**config.mk**
```make
export PLATFORM = sky130hd
export DESIGN_NAME = at_response_parser
export DESIGN_NICKNAME = d
export VERILOG_FILES = /design/src/sv/arp_pkg.sv /design/src/sv/arp_step.sv /design/src/sv/at_response_parser.sv
export SDC_FILE = /design/constraint.sdc
export NUM_CORES = 1
export LEC_CHECK = 0
export BUFFER_PORTS_ARGS = -buffer_cell sky130_fd_sc_hd__buf_2
export CAP_MARGIN = 20
export CORE_MARGIN = 2
export CORE_UTILIZATION = 65
export CTS_CLUSTER_DIAMETER = 150
export CTS_CLUSTER_SIZE = 20
export DETAILED_ROUTE_END_ITERATION = 10
export PLACE_DENSITY = 0.84
export SLEW_MARGIN = 10
export SYNTH_ARGS = -nofsm -noshare
export SYNTH_HDL_FRONTEND = slang
export SYNTH_SLANG_ARGS = --single-unit
```
**constraint.sdc**
```tcl
create_clock -name i_clk -period 7.8 [get_ports i_clk]
set_clock_uncertainty 0.2 [all_clocks]
set_input_delay 1.17 -clock i_clk [delete_from_list [all_inputs] [get_ports i_clk]]
set_output_delay 1.17 -clock i_clk [all_outputs]
set_load 0.005 [all_outputs]
```
**src/sv/arp_pkg.sv**
```systemverilog
// ----------------------------------------------------------------------------
// arp_pkg
// shared types, codes and token tables for the modem response parser
// ----------------------------------------------------------------------------
package arp_pkg;

    // line position wraps here
    localparam logic [7:0] LINE_BUF_SIZE = 8'd255;

    // parse modes
    localparam logic [2:0] MODE_DETECT       = 3'd0;
    localparam logic [2:0] MODE_ECHO         = 3'd1;
    localparam logic [2:0] MODE_ACT_TYPE     = 3'd2;
    localparam logic [2:0] MODE_ACT_RESULT   = 3'd3;
    localparam logic [2:0] MODE_ACT_LENGTH   = 3'd4;
    localparam logic [2:0] MODE_READ_LENGTH  = 3'd5;
    localparam logic [2:0] MODE_READ_CONTENT = 3'd6;
    localparam logic [2:0] MODE_ERROR        = 3'd7;

    // number scanner states
    localparam logic [1:0] NUM_NONE = 2'd0;
    localparam logic [1:0] NUM_IN   = 2'd1;
    localparam logic [1:0] NUM_DONE = 2'd2;

    // event kinds
    localparam logic [1:0] EV_CONTENT  = 2'd0;
    localparam logic [1:0] EV_READ_REQ = 2'd1;
    localparam logic [1:0] EV_READ_HDR = 2'd2;
    localparam logic [1:0] EV_ERROR    = 2'd3;

    // match flag bits
    localparam int FLG_ECHO   = 0;
    localparam int FLG_ACTION = 1;
    localparam int FLG_READ   = 2;
    localparam int FLG_ERROR  = 3;

    // characters
    localparam logic [7:0] CH_LF    = 8'h0A;
    localparam logic [7:0] CH_COLON = 8'h3A;
    localparam logic [7:0] CH_COMMA = 8'h2C;
    localparam logic [7:0] CH_PLUS  = 8'h2B;

    // tokens, left aligned in 12 characters
    localparam logic [95:0] TOK_ECHO   = {"AT+", 72'h0};
    localparam logic [95:0] TOK_ACTION = "+HTTPACTION:";
    localparam logic [95:0] TOK_READ   = {"+HTTPREAD:", 16'h0};
    localparam logic [95:0] TOK_ERROR  = {"+CME ERROR:", 8'h0};

    localparam logic [3:0] LEN_ECHO   = 4'd3;
    localparam logic [3:0] LEN_ACTION = 4'd12;
    localparam logic [3:0] LEN_READ   = 4'd10;
    localparam logic [3:0] LEN_ERROR  = 4'd11;

    typedef struct packed {
        logic [2:0]  mode;
        logic [7:0]  pos;
        logic [3:0]  flags;
        logic [15:0] acc;
        logic [1:0]  digits;
        logic [15:0] remain;
    } t_state;

    typedef struct packed {
        logic [1:0]  kind;
        logic [7:0]  payload;
        logic [15:0] length;
        logic        last;
    } t_result;

    // true when byte b equals the token character at position pos
    function automatic logic f_tok_hit(input logic [95:0] text, input logic [3:0] len,
                                       input logic [7:0] pos, input logic [7:0] b);
        logic [95:0] sh;
        logic        hit;
        sh  = text << {pos[3:0], 3'b000};
        hit = (pos < {4'd0, len}) && (sh[95:88] == b);
        return hit;
    endfunction

endpackage

```
**src/sv/arp_step.sv**
```systemverilog
// ----------------------------------------------------------------------------
// arp_step
// next parse state and optional event for one received byte
// ----------------------------------------------------------------------------
module arp_step (
    input  arp_pkg::t_state  i_state,
    input  logic [7:0]       i_byte,
    output arp_pkg::t_state  o_state,
    output logic             o_has_event,
    output arp_pkg::t_result o_event
);
    import arp_pkg::*;

    always_comb begin
        t_state      st;
        t_result     ev;
        logic        has;
        logic        digit;
        logic        blank;
        logic [3:0]  d;
        logic [19:0] mac;
        logic [7:0]  pos_inc;
        logic        restart;
        logic        done_echo;
        logic        done_action;
        logic        done_read;
        logic        done_error;

        st    = i_state;
        ev    = '0;
        has   = 1'b0;
        digit = (i_byte >= 8'h30) && (i_byte <= 8'h39);
        blank = (i_byte == 8'h20) || ((i_byte >= 8'h09) && (i_byte <= 8'h0D));
        d     = i_byte[3:0];
        mac   = ({4'd0, i_state.acc} << 3) + ({4'd0, i_state.acc} << 1) + {16'd0, d};

        // prefix match
        if (!f_tok_hit(TOK_ECHO, LEN_ECHO, i_state.pos, i_byte))
            st.flags[FLG_ECHO] = 1'b0;
        if (!f_tok_hit(TOK_ACTION, LEN_ACTION, i_state.pos, i_byte))
            st.flags[FLG_ACTION] = 1'b0;
        if (!f_tok_hit(TOK_READ, LEN_READ, i_state.pos, i_byte))
            st.flags[FLG_READ] = 1'b0;
        if (!f_tok_hit(TOK_ERROR, LEN_ERROR, i_state.pos, i_byte))
            st.flags[FLG_ERROR] = 1'b0;

        // leading decimal number
        case (i_state.digits)
            NUM_NONE: begin
                if (!blank) begin
                    if (i_byte == CH_PLUS) begin
                        st.digits = NUM_IN;
                    end else if (digit) begin
                        st.digits = NUM_IN;
                        st.acc    = {12'd0, d};
                    end else begin
                        st.digits = NUM_DONE;
                        st.acc    = '0;
                    end
                end
            end
            NUM_IN: begin
                if (digit) begin
                    st.acc = (mac > 20'd65535) ? 16'hFFFF : mac[15:0];
                end else begin
                    st.digits = NUM_DONE;
                end
            end
            default: begin
            end
        endcase

        // position, with wrap at the buffer size
        pos_inc = i_state.pos + 8'd1;
        if (pos_inc >= LINE_BUF_SIZE) begin
            st.pos    = '0;
            st.flags  = '1;
            st.acc    = '0;
            st.digits = NUM_NONE;
        end else begin
            st.pos = pos_inc;
        end

        done_echo   = st.flags[FLG_ECHO]   && (st.pos == {4'd0, LEN_ECHO});
        done_action = st.flags[FLG_ACTION] && (st.pos == {4'd0, LEN_ACTION});
        done_read   = st.flags[FLG_READ]   && (st.pos == {4'd0, LEN_READ});
        done_error  = st.flags[FLG_ERROR]  && (st.pos == {4'd0, LEN_ERROR});

        restart = 1'b0;
        case (i_state.mode)
            MODE_DETECT: begin
                if (i_byte == CH_LF) begin
                    restart = 1'b1;
                end else if (done_echo) begin
                    st.mode = MODE_ECHO;
                end else if (i_byte == CH_COLON) begin
                    if (done_action) begin
                        st.mode = MODE_ACT_TYPE;
                    end else if (done_read) begin
                        st.mode = MODE_READ_LENGTH;
                    end else if (done_error) begin
                        st.mode = MODE_ERROR;
                        ev.kind = EV_ERROR;
                        has     = 1'b1;
                    end
                    restart = 1'b1;
                end
            end
            MODE_ECHO, MODE_ERROR: begin
                if (i_byte == CH_LF) begin
                    st.mode = MODE_DETECT;
                    restart = 1'b1;
                end
            end
            MODE_ACT_TYPE: begin
                if (i_byte == CH_COMMA) begin
                    st.mode = MODE_ACT_RESULT;
                    restart = 1'b1;
                end
            end
            MODE_ACT_RESULT: begin
                if (i_byte == CH_COMMA) begin
                    st.mode = MODE_ACT_LENGTH;
                    restart = 1'b1;
                end
            end
            MODE_ACT_LENGTH: begin
                if (i_byte == CH_LF) begin
                    ev.kind   = EV_READ_REQ;
                    ev.length = st.acc;
                    has       = 1'b1;
                    st.mode   = MODE_DETECT;
                    restart   = 1'b1;
                end
            end
            MODE_READ_LENGTH: begin
                if (i_byte == CH_LF) begin
                    ev.kind   = EV_READ_HDR;
                    ev.length = st.acc;
                    has       = 1'b1;
                    st.remain = st.acc;
                    st.mode   = MODE_READ_CONTENT;
                    restart   = 1'b1;
                end
            end
            default: begin
                ev.kind    = EV_CONTENT;
                ev.payload = i_byte;
                has        = 1'b1;
                if (i_state.remain <= 16'd1) begin
                    ev.last   = 1'b1;
                    st.remain = '0;
                    st.mode   = MODE_DETECT;
                    restart   = 1'b1;
                end else begin
                    st.remain = i_state.remain - 16'd1;
                end
            end
        endcase

        if (restart) begin
            st.pos    = '0;
            st.flags  = '1;
            st.acc    = '0;
            st.digits = NUM_NONE;
        end

        o_state     = st;
        o_event     = ev;
        o_has_event = has;
    end

endmodule

```
**src/sv/at_response_parser.sv**
```systemverilog
// ----------------------------------------------------------------------------
// at_response_parser
// modem response byte parser: error lines, http read requests, read headers and content
// ----------------------------------------------------------------------------
// usage
//   rx channel (i_rx_valid / o_rx_ready / i_rx_byte) takes one response byte
//   per beat; the ev channel (o_ev_valid / i_ev_ready) gives at most one
//   event beat per byte: a content byte, a read request with length, a read
//   header length, or a modem error line
//   bytes that cause no event are absorbed without an output beat
// timing
//   one byte per cycle sustained while i_ev_ready stays high; the byte sits
//   in an input register, is parsed by the combinational next-state logic
//   and lands in the event register, which drives the event beat
// reset
//   i_rst_n low clears both registers' valid bits and puts the parser in
//   detect mode at line start with a zero length
// stall
//   while i_ev_ready is low with an event waiting, one more byte is held in
//   the input register and o_rx_ready drops until the event beat is taken
// ----------------------------------------------------------------------------
module at_response_parser (
    input  logic        i_clk,
    input  logic        i_rst_n,
    input  logic        i_rx_valid,
    output logic        o_rx_ready,
    input  logic [7:0]  i_rx_byte,
    output logic        o_ev_valid,
    input  logic        i_ev_ready,
    output logic [1:0]  o_event_kind,
    output logic [7:0]  o_payload_byte,
    output logic [15:0] o_length_value,
    output logic        o_last_byte
);
    import arp_pkg::*;

    // input register
    logic       r_in_valid;
    logic [7:0] r_in_byte;

    // parser state
    t_state     r_state;
    t_state     n_state;

    // event register
    logic       r_out_valid;
    t_result    r_out;

    logic       n_has_event;
    t_result    n_event;
    logic       step;

    // the held byte is parsed once the event register can take its result
    assign step       = r_in_valid && (!r_out_valid || i_ev_ready);
    assign o_rx_ready = !r_in_valid || step;

    arp_step u_step (
        .i_state     (r_state),
        .i_byte      (r_in_byte),
        .o_state     (n_state),
        .o_has_event (n_has_event),
        .o_event     (n_event)
    );

    always_ff @(posedge i_clk) begin
        if (!i_rst_n) begin
            r_in_valid <= 1'b0;
        end else if (o_rx_ready) begin
            r_in_valid <= i_rx_valid;
        end
    end

    always_ff @(posedge i_clk) begin
        if (i_rx_valid && o_rx_ready) begin
            r_in_byte <= i_rx_byte;
        end
    end

    always_ff @(posedge i_clk) begin
        if (!i_rst_n) begin
            r_state.mode   <= MODE_DETECT;
            r_state.pos    <= '0;
            r_state.flags  <= '1;
            r_state.acc    <= '0;
            r_state.digits <= NUM_NONE;
            r_state.remain <= '0;
        end else if (step) begin
            r_state <= n_state;
        end
    end

    always_ff @(posedge i_clk) begin
        if (!i_rst_n) begin
            r_out_valid <= 1'b0;
        end else if (step) begin
            r_out_valid <= n_has_event;
        end else if (i_ev_ready) begin
            r_out_valid <= 1'b0;
        end
    end

    always_ff @(posedge i_clk) begin
        if (step && n_has_event) begin
            r_out <= n_event;
        end
    end

    assign o_ev_valid     = r_out_valid;
    assign o_event_kind   = r_out.kind;
    assign o_payload_byte = r_out.payload;
    assign o_length_value = r_out.length;
    assign o_last_byte    = r_out.last;

endmodule

```
==> metrics.txt <==
# TYPE chip_impl_metric gauge
chip_impl_metric{name="post_synth_inst_count",unit=""} 783
chip_impl_metric{name="r2r_cell_count",unit=""} 10
chip_impl_metric{name="slew_headroom",unit=""} 0.351
chip_impl_metric{name="n_antenna_cell",unit=""} 0
chip_impl_metric{name="port-buffer-count",unit=""} 40
chip_impl_metric{name="via_per_inst",unit=""} 6.85
chip_impl_metric{name="hold_violations",unit=""} 0
chip_impl_metric{name="power_per_cell_area",unit="mW/mm2"} 131
chip_impl_info{name="crit_type",value="flip-flop to flip-flop"} 1
chip_impl_info{name="clock-root-buffer",value="sky130_fd_sc_hd__clkbuf_8"} 1
chip_impl_info{name="series_of_cell_instances_along_the_critical_path",value="fa_1 > fa_1 > a211oi_1 > o211ai_1 > a31oi_1 > nor3_1 > mux2_2 > o211a_1 > a31oi_1 > nor2b_1"} 1
chip_impl_metric{name="antenna_violating_nets_post_route",unit=""} 0
chip_impl_info{name="status",value="completed"} 1
chip_impl_metric{name="fin_crit_sh",unit=""} 0.580
chip_impl_metric{name="grtUsageTotal",unit=""} 0.343
chip_impl_info{name="worst_setup_path_start_kind",value="flip-flop"} 1
chip_impl_metric{name="globalRouteOverflowTotal",unit=""} 0
chip_impl_info{name="yosys.cell_count.top_type",value="sky130_fd_sc_hd__nor2_1"} 1
chip_impl_metric{name="synth.ff_latch_count",unit=""} 86
chip_impl_metric{name="wl",unit="mm"} 18.8
chip_impl_metric{name="critPathMaxStageDelay",unit="ns"} 0.72
chip_impl_metric{name="die_y",unit="um"} 105
chip_impl_metric{name="synth_seq_area_share",unit=""} 0.311
chip_impl_info{name="worst_r2r_start",value="r_in_byte[3]"} 1
chip_impl_metric{name="post_route_non_filler_standard_cell_count",unit=""} 933
chip_impl_metric{name="gpl.final_weighted_congestion",unit=""} 0.908
chip_impl_metric{name="ctsHtreeMaxLevel",unit=""} 3
chip_impl_metric{name="timing_worst_slew_pin_value",unit="ns"} 0.963
chip_impl_info{name="ys.flop_type",value="sky130_fd_sc_hd__dfxtp_1"} 1
chip_impl_metric{name="clock-sinks",unit=""} 86
chip_impl_metric{name="post_synth_num_cell_types",unit=""} 89
chip_impl_metric{name="fin_nets",unit=""} 854
chip_impl_metric{name="finalWorstPathRequiredPeriod",unit="ns"} 4.52
chip_impl_metric{name="number_of_design_rule_violations_left_by_the_first_detailed_router_iteration",unit=""} 821
chip_impl_metric{name="num-fill-cells",unit=""} 782
chip_impl_metric{name="ff2ff_setup_slack",unit="ns"} 3.28
chip_impl_metric{name="io_pins",unit=""} 41
chip_impl_metric{name="fmax",unit="MHz"} 221
chip_impl_info{name="cts_tree",value="built"} 1
chip_impl_metric{name="syn_to_final_growth",unit="%"} 7.05
chip_impl_info{name="yosys.area.top_type",value="sky130_fd_sc_hd__edfxtp_1"} 1
chip_impl_info{name="cp-endpoint",value="o_length_value[14]"} 1
chip_impl_metric{name="crit_arrival",unit="ns"} 4.43
chip_impl_metric{name="grt_first_pass_wirelength",unit="mm"} 30.2
chip_impl_metric{name="floorplan.initialDensity",unit=""} 0.675
chip_impl_metric{name="detail_route.drc_violations",unit=""} 0
chip_impl_metric{name="syn-mean-instance-area",unit="um2"} 8.50
chip_impl_info{name="grt_setup_unrepaired",value="false"} 1
chip_impl_metric{name="avgRoutedWirePerCell",unit="um"} 20.1
chip_impl_metric{name="post-dp-hpwl",unit="mm"} 13.3
chip_impl_metric{name="clk-insertion-delay-late",unit="ns"} 0.38
chip_impl_metric{name="number_of_antenna_violations_at_the_first_check_in_global_routing",unit=""} 0
chip_impl_info{name="cpMaxStageDelayCell",value="sky130_fd_sc_hd__edfxtp_1"} 1
chip_impl_metric{name="leakagePower",unit="nW"} 2.90
chip_impl_metric{name="yosys_warnings",unit=""} 0
chip_impl_metric{name="setup_viol",unit=""} 0
chip_impl_metric{name="first_global_vias",unit=""} 5771
chip_impl_metric{name="detailedRoute.firstPassIterationCount",unit=""} 5
chip_impl_info{name="end_kind",value="flip-flop"} 1
chip_impl_metric{name="vdd.ir_drop.worst",unit="mV"} 0.0968
chip_impl_metric{name="worstPathRequired",unit="ns"} 7.71
chip_impl_metric{name="cts_inserted_buffers",unit=""} 9
chip_impl_metric{name="placed_cells",unit=""} 916
chip_impl_metric{name="cts-resized-gates",unit=""} 0
chip_impl_metric{name="die_area",unit="mm2"} 0.0111
chip_impl_info{name="synth_top_cells_by_count",value="75 x sky130_fd_sc_hd__nor2_1, 65 x sky130_fd_sc_hd__nand2_1, 54 x sky130_fd_sc_hd__o21ai_0"} 1
chip_impl_metric{name="tns",unit="ns"} 0
chip_impl_metric{name="synth_top_area_share",unit=""} 0.158
chip_impl_metric{name="ctsLongestPathBuffers",unit=""} 2
chip_impl_metric{name="vias",unit=""} 6393
chip_impl_metric{name="synthesis.area",unit="mm2"} 0.00666
chip_impl_metric{name="synth_nets",unit=""} 842
chip_impl_metric{name="cp_max_fo",unit=""} 24
chip_impl_info{name="synth_area_leaders",value="sky130_fd_sc_hd__edfxtp_1 16%, sky130_fd_sc_hd__dfxtp_1 15%, sky130_fd_sc_hd__ha_1 8.1%"} 1
chip_impl_metric{name="max-cap-violations",unit=""} 0
chip_impl_info{name="r2r-end",value="o_length_value[14]"} 1
chip_impl_info{name="startpoint",value="r_in_byte[3]"} 1
chip_impl_metric{name="grt_max_degree",unit=""} 44
chip_impl_metric{name="die_width",unit="um"} 105
chip_impl_metric{name="postCtsHoldBufs",unit=""} 0
chip_impl_metric{name="synth_edf_count",unit=""} 35
chip_impl_metric{name="drive_gt1_frac",unit=""} 0.124
chip_impl_metric{name="postCtsSetupRepairBufs",unit=""} 0
chip_impl_metric{name="row_count",unit=""} 36
chip_impl_metric{name="asyncSetResetFlopFracSynth",unit=""} 0
chip_impl_metric{name="cts.clk_slew.worst_paths",unit="ns"} 0.09
chip_impl_info{name="worst_hold_path_type",value="flip-flop to flip-flop"} 1
chip_impl_metric{name="final-max-slew-violation-count",unit=""} 0
chip_impl_metric{name="core-area",unit="mm2"} 0.00986
==> per-layer routing <==
metal,vias to the layer above,GRT usage,part of all wire
met1,3012,0.517,0.44
li1,2966,-,-
met4,0,0.100,0.021
met5,-,0,0
met2,373,0.497,0.43
met3,42,0.0636,0.10
==> worst min path at each step <==
stage                 from  depth (start not counted)           to
2_1_floorplan  r_state[14]                          2  r_state[14]
3_3_place_gp   r_state[34]                          2  r_state[34]
3_5_place_dp   r_state[14]                          2  r_state[14]
4_1_cts        r_state[14]                          2  r_state[14]
5_1_grt        r_state[14]                          2  r_state[14]
6_report       r_state[14]                          2  r_state[14]
==> area by class of cell <==
| class | count | area (um2) | share of cell area |
|---|---|---|---|
| clock buffers | 10 | 138 | 0.0193 |
| clock inverters | 6 | 91.3 | 0.0128 |
| inverters | 24 | 90.1 | 0.0126 |
| multi-input cells | 628 | 4300 | 0.604 |
| flip-flops and latches | 86 | 2070 | 0.291 |
| well taps | 133 | 166 | 0.0233 |
| repair buffers | 46 | 265 | 0.0372 |
==> flip-flops by register name, summed over array words and instances (netlist names) <==
| register | flops |
|---|---|
| o_event_kind | 2 |
| o_ev_valid | 1 |
| r_state | 49 |
| o_length_value | 16 |
| r_in_byte | 8 |
| o_last_byte | 1 |
| o_payload_byte | 8 |
| r_in_valid | 1 |
==> per-stage QoR <==
stage	utilization	worst slack, ns	hold slack, ns	cell area (um2)	power, mW
3_3_place_gp	0.696	3.38	0.268	6870	0.567
3_5_place_dp	0.696	3.33	0.270	6870	0.569
6_report	0.722	3.28	0.286	7130	0.930
5_1_grt	0.722	2.99	0.310	7130	0.955
2_1_floorplan	-	3.18	0.254	6660	0.547
4_1_cts	0.720	3.32	0.284	7100	0.929
==> kinds of logic after synthesis <==
family / synth area share
AND/OR/NAND/NOR: 0.235
AO/OA/AOI/OAI: 0.255
flip-flops: 0.311
buffers and inverters: 0.0429
adder cells (fa/ha/maj): 0.0928
XOR/XNOR: 0.0526
multiplexers: 0.0111
==> critical path: cells and delay by family (launching register included) <==
| family | cells | cell delay, ns |
|---|---|---|
| AOI/OAI and AO/OA | 5 | 1.78 |
| muxes | 1 | 0.24 |
| and+or+nand+nor | 2 | 0.28 |
| DFF | 1 | 0.72 |
| adders and majority gates | 2 | 1.05 |
==> layout by cell type (no fill, tap or decap), types with 10 or more instances in the layout <==
cell                       Yosys  routed
sky130_fd_sc_hd__nor2_1       75      75
sky130_fd_sc_hd__ha_1         43      43
sky130_fd_sc_hd__a31oi_1      19      19
sky130_fd_sc_hd__o21ai_0      54      54
sky130_fd_sc_hd__nor3_1       16      16
sky130_fd_sc_hd__inv_1        24      24
sky130_fd_sc_hd__clkbuf_8      0      10
sky130_fd_sc_hd__nor2b_1      12      12
sky130_fd_sc_hd__and2_1       13      13
sky130_fd_sc_hd__a22o_1       10      10
sky130_fd_sc_hd__a21oi_1      46      45
sky130_fd_sc_hd__xnor2_1      26      26
sky130_fd_sc_hd__nor4_1       10      10
sky130_fd_sc_hd__buf_2        12      40
sky130_fd_sc_hd__edfxtp_1     35      35
sky130_fd_sc_hd__nand3_1      13      13
sky130_fd_sc_hd__nand2_1      65      65
sky130_fd_sc_hd__and3_1       11      11
sky130_fd_sc_hd__o211ai_1     12      12
sky130_fd_sc_hd__a211oi_1     13      13
sky130_fd_sc_hd__dfxtp_1      51      51
sky130_fd_sc_hd__xor2_1       14      14
==> report_power, final <==
| part | switching, mW | total [mW] | internal, mW |
|---|---|---|---|
| Sequential | 0.0133 | 0.483 | 0.470 |
| Combinational | 0.0467 | 0.0777 | 0.0310 |
| Clock | 0.178 | 0.369 | 0.192 |
(Power assumes the default switching activity.)
